<file path="src/sv/rtcms_pkg.sv">
// Shared types and conversion constants for the millisecond timekeeper.
`timescale 1ns / 1ps

package rtcms_pkg;

    typedef enum logic [1:0] {
        FUNC_TICK  = 2'd0,
        FUNC_READ  = 2'd1,
        FUNC_SET   = 2'd2,
        FUNC_SLEEP = 2'd3
    } func_t;

    // Exact v / 125 for any 32-bit v: (v * SET_RECIP) >> SET_SHIFT
    localparam logic [32:0] SET_RECIP  = 33'd4398046512;
    localparam int          SET_SHIFT  = 39;
    // Exact x / 125 for x below 16384: (x * FRAC_RECIP) >> FRAC_SHIFT
    localparam logic [14:0] FRAC_RECIP = 15'd16778;
    localparam int          FRAC_SHIFT = 21;
    localparam logic [13:0] FRAC_ROUND = 14'd62;

    typedef struct packed {
        func_t       func;
        logic [31:0] set_ticks;
        logic [31:0] sleep_ticks;
    } rtcms_item_t;

    typedef struct packed {
        logic [31:0] ticks;
        logic        wake;
        logic        asleep;
    } rtcms_result_t;

endpackage

</file>
<file path="src/sv/rtc_millisecond_timekeeper.sv">
// Top level of the millisecond timekeeper on a 1024 Hz tick count.
// A beat accepted on in_ready moves through the input, divide and conversion stages, and
// the core's state update writes it into the result stage, which drives out_valid.
// Throughput: one beat per cycle, with out_ready high; the core update sets this pace.
// Reset: rst_n clears all stage valids and the tick, sleep and compare state at once.
`timescale 1ns / 1ps

module rtc_millisecond_timekeeper #(
    parameter int COUNTER_BITS = 16
) (
    input  logic        clk,
    input  logic        rst_n,
    input  logic        in_valid,
    output logic        in_ready,
    input  logic [1:0]  func,
    input  logic [31:0] value,
    output logic        out_valid,
    input  logic        out_ready,
    output logic [31:0] millis_now,
    output logic        wake,
    output logic        asleep
);
    import rtcms_pkg::*;

    // Stage valids; each stage moves when the one after it has room
    logic s1_valid_reg, s2_valid_reg, s3_valid_reg, res_valid_reg;
    logic en1, en2, en3, en_res;

    // Stage 1: raw beat
    func_t       s1_func_reg;
    logic [31:0] s1_value_reg;

    // Stage 2: quotient by 125 and sleep ticks
    func_t       s2_func_reg;
    logic [6:0]  s2_vlow_reg;
    logic [25:0] s2_quot_reg;
    logic [31:0] s2_sleep_reg;

    // Stage 3: converted operands for the core
    rtcms_item_t s3_item_reg;

    // Result stage
    rtcms_result_t res_reg;
    rtcms_result_t core_result;

    assign en_res   = !res_valid_reg || out_ready;
    assign en3      = !s3_valid_reg || en_res;
    assign en2      = !s2_valid_reg || en3;
    assign en1      = !s1_valid_reg || en2;
    assign in_ready = en1;

    always_ff @(posedge clk or negedge rst_n)
    begin
        if (!rst_n)
        begin
            s1_valid_reg  <= 1'b0;
            s2_valid_reg  <= 1'b0;
            s3_valid_reg  <= 1'b0;
            res_valid_reg <= 1'b0;
        end
        else
        begin
            if (en1)
                s1_valid_reg <= in_valid;
            if (en2)
                s2_valid_reg <= s1_valid_reg;
            if (en3)
                s3_valid_reg <= s2_valid_reg;
            if (en_res)
                res_valid_reg <= s3_valid_reg;
        end
    end

    // Divide by 125 through the reciprocal; the sleep conversion is a shift-add
    logic [64:0] quot_prod;
    logic [25:0] quot;
    logic [31:0] sleep_ticks;

    assign quot_prod   = {33'd0, s1_value_reg} * {32'd0, SET_RECIP};
    assign quot        = quot_prod[SET_SHIFT+25:SET_SHIFT];
    assign sleep_ticks = s1_value_reg + (s1_value_reg >> 6) + (s1_value_reg >> 7)
                       + (s1_value_reg >> 11) + (s1_value_reg >> 14);

    // Remainder mod 128 is enough since it stays below 125:
    // v - 125q = v - 128q + 3q
    logic [6:0]  rem;
    logic [13:0] frac_num;
    logic [28:0] frac_prod;
    logic [6:0]  frac;

    assign rem       = s2_vlow_reg + {s2_quot_reg[5:0], 1'b0} + s2_quot_reg[6:0];
    assign frac_num  = {rem, 7'd0} + FRAC_ROUND;
    assign frac_prod = {15'd0, frac_num} * {14'd0, FRAC_RECIP};
    assign frac      = frac_prod[FRAC_SHIFT+6:FRAC_SHIFT];

    always_ff @(posedge clk)
    begin
        if (en1)
        begin
            s1_func_reg  <= func_t'(func);
            s1_value_reg <= value;
        end
        if (en2)
        begin
            s2_func_reg  <= s1_func_reg;
            s2_vlow_reg  <= s1_value_reg[6:0];
            s2_quot_reg  <= quot;
            s2_sleep_reg <= sleep_ticks;
        end
        if (en3)
        begin
            s3_item_reg.func        <= s2_func_reg;
            // frac is below 128, so it fills the low bits of q << 7
            s3_item_reg.set_ticks   <= {s2_quot_reg[24:0], frac};
            s3_item_reg.sleep_ticks <= s2_sleep_reg;
        end
        if (en_res)
            res_reg <= core_result;
    end

    // Advance the state exactly once per beat, as it enters the result stage
    rtcms_core #(
        .COUNTER_BITS(COUNTER_BITS)
    ) u_core (
        .clk    (clk),
        .rst_n  (rst_n),
        .step   (s3_valid_reg && en_res),
        .item   (s3_item_reg),
        .result (core_result)
    );

    // ticks * 1000 / 1024 with the rounding correction on the low seven bits
    function automatic logic [31:0] ticks_to_ms(input logic [31:0] m);
        logic [7:0] rsum;
        rsum = {2'b00, m[5:0]} + {2'b00, m[6:1]} + 8'd32;
        return m - (m >> 6) - (m >> 7) - {30'd0, rsum[7:6]};
    endfunction

    assign out_valid  = res_valid_reg;
    assign millis_now = ticks_to_ms(res_reg.ticks);
    assign wake       = res_reg.wake;
    assign asleep     = res_reg.asleep;

    // A beat that wakes never reports a sleep still running
    a_wake_not_asleep: assert property (@(posedge clk) disable iff (!rst_n)
        (out_valid && wake) |-> !asleep)
        else $error("wake reported while still asleep");

    // An accepted beat lands in the input stage
    a_accept_fill: assert property (@(posedge clk) disable iff (!rst_n)
        (in_valid && in_ready) |=> s1_valid_reg)
        else $error("accepted beat lost at the input stage");

    // A beat leaving stage 3 shows up as a result
    a_result_fill: assert property (@(posedge clk) disable iff (!rst_n)
        (s3_valid_reg && en_res) |=> out_valid)
        else $error("updated beat missing at the result stage");

endmodule

</file>
<file path="src/sv/rtcms_core.sv">
// Timekeeper state: tick count, sleep chunking and wake decision.
`timescale 1ns / 1ps

module rtcms_core #(
    parameter int COUNTER_BITS = 16
) (
    input  logic                   clk,
    input  logic                   rst_n,
    input  logic                   step,
    input  rtcms_pkg::rtcms_item_t item,
    output rtcms_pkg::rtcms_result_t result
);
    import rtcms_pkg::*;

    localparam int PAD = 32 - COUNTER_BITS;
    localparam logic [COUNTER_BITS-1:0] LOW_MASK = '1;

    logic [31:0]             tick_count_reg, tick_count_next;
    logic [31:0]             remaining_reg, remaining_next;
    logic [COUNTER_BITS-1:0] match_reg, match_next;
    logic                    sleeping_reg, sleeping_next;
    logic                    wake;

    logic [COUNTER_BITS-1:0] low;
    logic [31:0]             src;
    logic [COUNTER_BITS-1:0] base;
    logic [COUNTER_BITS-1:0] chunk;
    logic [31:0]             rest;
    logic [COUNTER_BITS-1:0] chunk_match;

    assign low = tick_count_reg[COUNTER_BITS-1:0];

    // One chunk splitter serves both the sleep start and the chunk rollover
    always_comb
    begin
        if (item.func == FUNC_SLEEP)
        begin
            src  = item.sleep_ticks;
            base = low;
        end
        else
        begin
            src  = remaining_reg;
            base = low + 1'b1;
        end
        if (src > {{PAD{1'b0}}, LOW_MASK})
            chunk = LOW_MASK;
        else
            chunk = src[COUNTER_BITS-1:0];
        rest        = src - {{PAD{1'b0}}, chunk};
        chunk_match = base + chunk - 1'b1;
    end

    always_comb
    begin
        tick_count_next = tick_count_reg;
        remaining_next  = remaining_reg;
        match_next      = match_reg;
        sleeping_next   = sleeping_reg;
        wake            = 1'b0;
        case (item.func)
            FUNC_TICK:
            begin
                if (sleeping_reg && (low == match_reg))
                begin
                    if (remaining_reg == 32'd0)
                    begin
                        sleeping_next = 1'b0;
                        wake          = 1'b1;
                    end
                    else
                    begin
                        remaining_next = rest;
                        match_next     = chunk_match;
                    end
                end
                tick_count_next = tick_count_reg + 32'd1;
            end
            FUNC_SET:
            begin
                tick_count_next = item.set_ticks;
            end
            FUNC_SLEEP:
            begin
                if (item.sleep_ticks == 32'd0)
                begin
                    sleeping_next  = 1'b0;
                    remaining_next = 32'd0;
                    wake           = 1'b1;
                end
                else
                begin
                    remaining_next = rest;
                    match_next     = chunk_match;
                    sleeping_next  = 1'b1;
                end
            end
            default:
            begin
                tick_count_next = tick_count_reg;
            end
        endcase
    end

    always_ff @(posedge clk or negedge rst_n)
    begin
        if (!rst_n)
        begin
            tick_count_reg <= '0;
            remaining_reg  <= '0;
            match_reg      <= '0;
            sleeping_reg   <= 1'b0;
        end
        else if (step)
        begin
            tick_count_reg <= tick_count_next;
            remaining_reg  <= remaining_next;
            match_reg      <= match_next;
            sleeping_reg   <= sleeping_next;
        end
    end

    assign result.ticks  = tick_count_next;
    assign result.wake   = wake;
    assign result.asleep = sleeping_next;

    // Ticks still owed always belong to a running sleep
    a_remaining_sleeping: assert property (@(posedge clk) disable iff (!rst_n)
        (remaining_reg != 32'd0) |-> sleeping_reg)
        else $error("ticks remain with no sleep running");

    // A wake ends the sleep in the same update
    a_wake_clears: assert property (@(posedge clk) disable iff (!rst_n)
        (step && wake) |=> !sleeping_reg)
        else $error("sleep still running after wake");

    // The count moves only on a stepped item
    a_count_hold: assert property (@(posedge clk) disable iff (!rst_n)
        !step |=> $stable(tick_count_reg))
        else $error("tick count changed without an item");

endmodule

</file>
<file path="config.mk">
export PLATFORM = sky130hd
export DESIGN_NAME = rtc_millisecond_timekeeper
export DESIGN_NICKNAME = d
export VERILOG_FILES = /design/src/sv/rtcms_pkg.sv /design/src/sv/rtc_millisecond_timekeeper.sv /design/src/sv/rtcms_core.sv
export SDC_FILE = /design/constraint.sdc
export NUM_CORES = 2
export LEC_CHECK = 0
export BUFFER_PORTS_ARGS = -buffer_cell sky130_fd_sc_hd__buf_2
export CORE_MARGIN = 1.5
export CORE_UTILIZATION = 59
export CTS_CLUSTER_DIAMETER = 30
export DETAILED_ROUTE_END_ITERATION = 10
export PLACE_DENSITY_LB_ADDON = 0.05
export SETUP_SLACK_MARGIN = 0.05
export SLEW_MARGIN = 15
export SYNTH_ARGS = -nofsm -noshare
export SYNTH_HDL_FRONTEND = slang
export SYNTH_SLANG_ARGS = --single-unit
</file>
<file path="constraint.sdc">
create_clock -name clk -period 12.5 [get_ports clk]
set_input_delay 0.625 -clock clk [delete_from_list [all_inputs] [get_ports clk]]
set_output_delay 0.625 -clock clk [all_outputs]
set_load 0.05 [all_outputs]
</file>
==> results.txt <==
Sequential fraction of the synthesis area -> 23.46%
Slowest cell on crit path -> edfxtp_1
Buffers & Inverters on Critical Path -> 6
CP endpoint kind -> register
Post-Syn Nets -> 4412
Critical path launch point -> s1_value_reg[20]$_DFFE_PP_
Worst-Margin Slew -> 1274 ps
Synth-to-Final Area Change -> 10.94%
F_max -> 0.1261 GHz
R2r setup slk -> 4570 ps
Storage cell area -> 8133 um^2
FF-to-FF path depth -> 24
Ys flop type -> edfxtp_1
Synth unique cells -> 82
Drt pass-1 iters -> 5
Post-synth EDFFs -> 200
Commonest cells after routing, fill and taps aside -> 718 x inv_1, 594 x ha_1, 405 x fa_1, 207 x nand2_1, 200 x edfxtp_1
Initial antenna violation count -> 0
Num CTS Buffers -> 69
CTS H-Tree Depth -> 3
Reg clk slew, reported paths -> 50 ps
Syn Area/Cell -> 10.27 um^2
DRC violations left -> 0
CTS max path bufs -> 3
Arr. time, crit path -> 8330 ps
Wire per inst -> 20.02 um
Fill cells -> 4669
Worst Path Max Fanout -> 15
Outcome -> complete, no violations
Delay-heaviest family, CP -> adder cells
Tot GR Track Use -> 30.21%
Vias in the first global route -> 26.24k
Ys async rst share -> 29.82%
Detailed Route WL -> 86.35 mm
MaxCap Viol Count -> 0
Largest net degree at the start of global routing -> 69
Register bit total from synthesis -> 285
Worst endpoint required time -> 12900 ps
CP Capture Point -> s2_quot_reg[22]$_DFFE_PP_
CTS tree -> built
DRT antenna net count -> 0
Synth area leader -> fa_1
Hold depth -> 1
Final hold violations -> 0
List of cells traversed by the critical path -> ha_1 -> fa_1 -> fa_1 -> inv_1 -> fa_1 -> inv_1 -> fa_1 -> inv_1 -> fa_1 -> inv_1 -> fa_1 -> inv_1 -> fa_1 -> inv_1 -> ha_1 -> a211oi_1 -> nand2b_1 -> o21ai_0 -> o311ai_1 -> a21oi_2 -> a21oi_2 -> o311ai_2 -> or4b_1 -> o311ai_1
Cell row count -> 88
Slew headroom -> 14.30%
Die footprint -> 60210 um^2
GP Congestion -> 0.9241
Final setup violation count -> 0
Slew Limit Fails -> 0
Ranking of synthesized cells by area -> fa_1 23%, ha_1 21%, edfxtp_1 17%
Reg2Reg Capture Point -> s2_quot_reg[22]$_DFFE_PP_
CP dominant cell by count -> fa_1
Vias post-DR -> 24.54k
Max Clock Skew -> 28.09 ps
Period utilisation layout -> 63.42%
Critical path type -> reg2reg
CP Depth -> 24
Vias per cell -> 5.688
CTS root buf -> clkbuf_16
Cells after synthesis -> 3374
Crit path launch type -> register
Post-cts resize count -> 0
Slowest cell delay on critical path -> 990 ps
DIE WIDTH -> 245.4 um
Final #Nets -> 4534
Reg-to-reg startpoint -> s1_value_reg[20]$_DFFE_PP_
Gr ovfl total -> 0
I/O pin count -> 74
Iter 0 DRT Violations -> 1539
Mapped cell area -> 34660 um^2
Multi-input gate area in the final layout -> 23590 um^2
Chip height -> 245.4 um
Share of cells above drive strength 1 -> 7.608%
First-pass GRT wire length -> 140.6 mm
RSZ-0062 raised after global routing -> no
Max FFs per register -> 66
Clk sinks -> 285
Commonest non-fill, non-tap cell in the layout -> inv_1
Final min period -> 7927 ps
Post-DP HPWL -> 69.25 mm
Core area -> 57920 um^2
Latest clock arrival within the worst-skew pair -> 600 ps
Ant. Diodes -> 0
Share of Yosys cell area claimed by the top area cell type -> 23.39%
Number of port buffers -> 73
Setup TNS -> 0 ps
Initial core utilization -> 59.85%
Worst Hold Class -> in2reg
Setup bufs post-CTS -> 0
Yosys warnings -> 0
layer usage:
metal  part of all wire (%)  vias to the layer above  GRT usage, %
li1                       -                    11540             -
met1                     43                    12210         39.16
met2                     49                      634         51.62
met3                    4.3                      151         3.994
met4                    3.7                        0         11.51
met5                      0                        -             0
cells in the mapped netlist (5+ instances only):
cell,instances
o221ai_1,5
nor2_1,126
nor4_1,19
nand2b_1,22
mux2i_1,15
a21boi_0,7
o31ai_1,12
xor2_1,54
a211oi_1,17
fa_1,405
or3_1,13
o211ai_1,17
o311ai_0,15
ha_1,595
mux2_2,14
a22oi_1,29
a31oi_1,22
xnor2_1,113
nor3_1,48
nand3_1,59
a211o_1,6
buf_2,15
nor2b_1,23
buf_1,12
and3_1,8
nand4_1,19
or2_2,7
edfxtp_1,200
nand2_1,208
nand3b_1,9
dfrtp_1,85
o21ai_0,102
nor3b_1,5
o21a_1,17
o21bai_1,16
clkbuf_1,30
inv_1,718
o22ai_1,8
and2_1,12
and4_1,6
a21o_1,51
a21oi_1,136
how the worst min path moves through the flow:
| stage | start | end |
|---|---|---|
| after floorplan | rst_n | out_valid$_DFFE_PN0N_ |
| after global placement | s2_quot_reg[9]$_DFFE_PP_ | s3_item_reg[48]$_DFFE_PP_ |
| after detailed placement | s2_sleep_reg[14]$_DFFE_PP_ | s3_item_reg[14]$_DFFE_PP_ |
| after CTS | value[1] | s1_value_reg[1]$_DFFE_PP_ |
| after global routing | value[0] | s1_value_reg[0]$_DFFE_PP_ |
| final | value[12] | s1_value_reg[12]$_DFFE_PP_ |
cell families (layout without fill, tap and decap cells):
family	Yosys count	count (layout)	synth area share, %
buffers and inverters	782	957	8.591
AO/OA/AOI/OAI	512	512	9.696
flip-flops	285	285	23.46
XOR/XNOR	167	167	4.220
AND/OR/NAND/NOR	599	599	8.270
multiplexers	29	29	0.8880
adder cells (fa/ha/maj)	1000	1000	44.87
layout make-up:
class	instances	area share (%)
clock buffers	82	4.721
repair buffers	114	1.764
multi-input cells	2307	61.34
flip-flops and latches	285	21.15
clock inverters	42	1.520
well taps	765	2.489
inverters	719	7.019
through the flow:
stage	utilization [%]	std cells	worst slack, ps	hold slack, ps	cell area, um^2
CTS	66.40	4314	4647	173.0	38450
global route	66.40	4314	4303	176.6	38450
floorplan	-	3374	5677	329.4	34660
global placement	62.23	4189	4810	401.1	36040
finish	66.40	4314	4573	205.2	38450
detailed placement	62.23	4189	4679	404.5	36040
timing repair:
action,CTS,global route
hold buffers,1,0
setup endpoints to repair,0,0
endpoints found under the hold margin,19,0
Power is not shown: default switching activity piles up to over one toggle a cycle in this logic, so the estimate is an artifact.
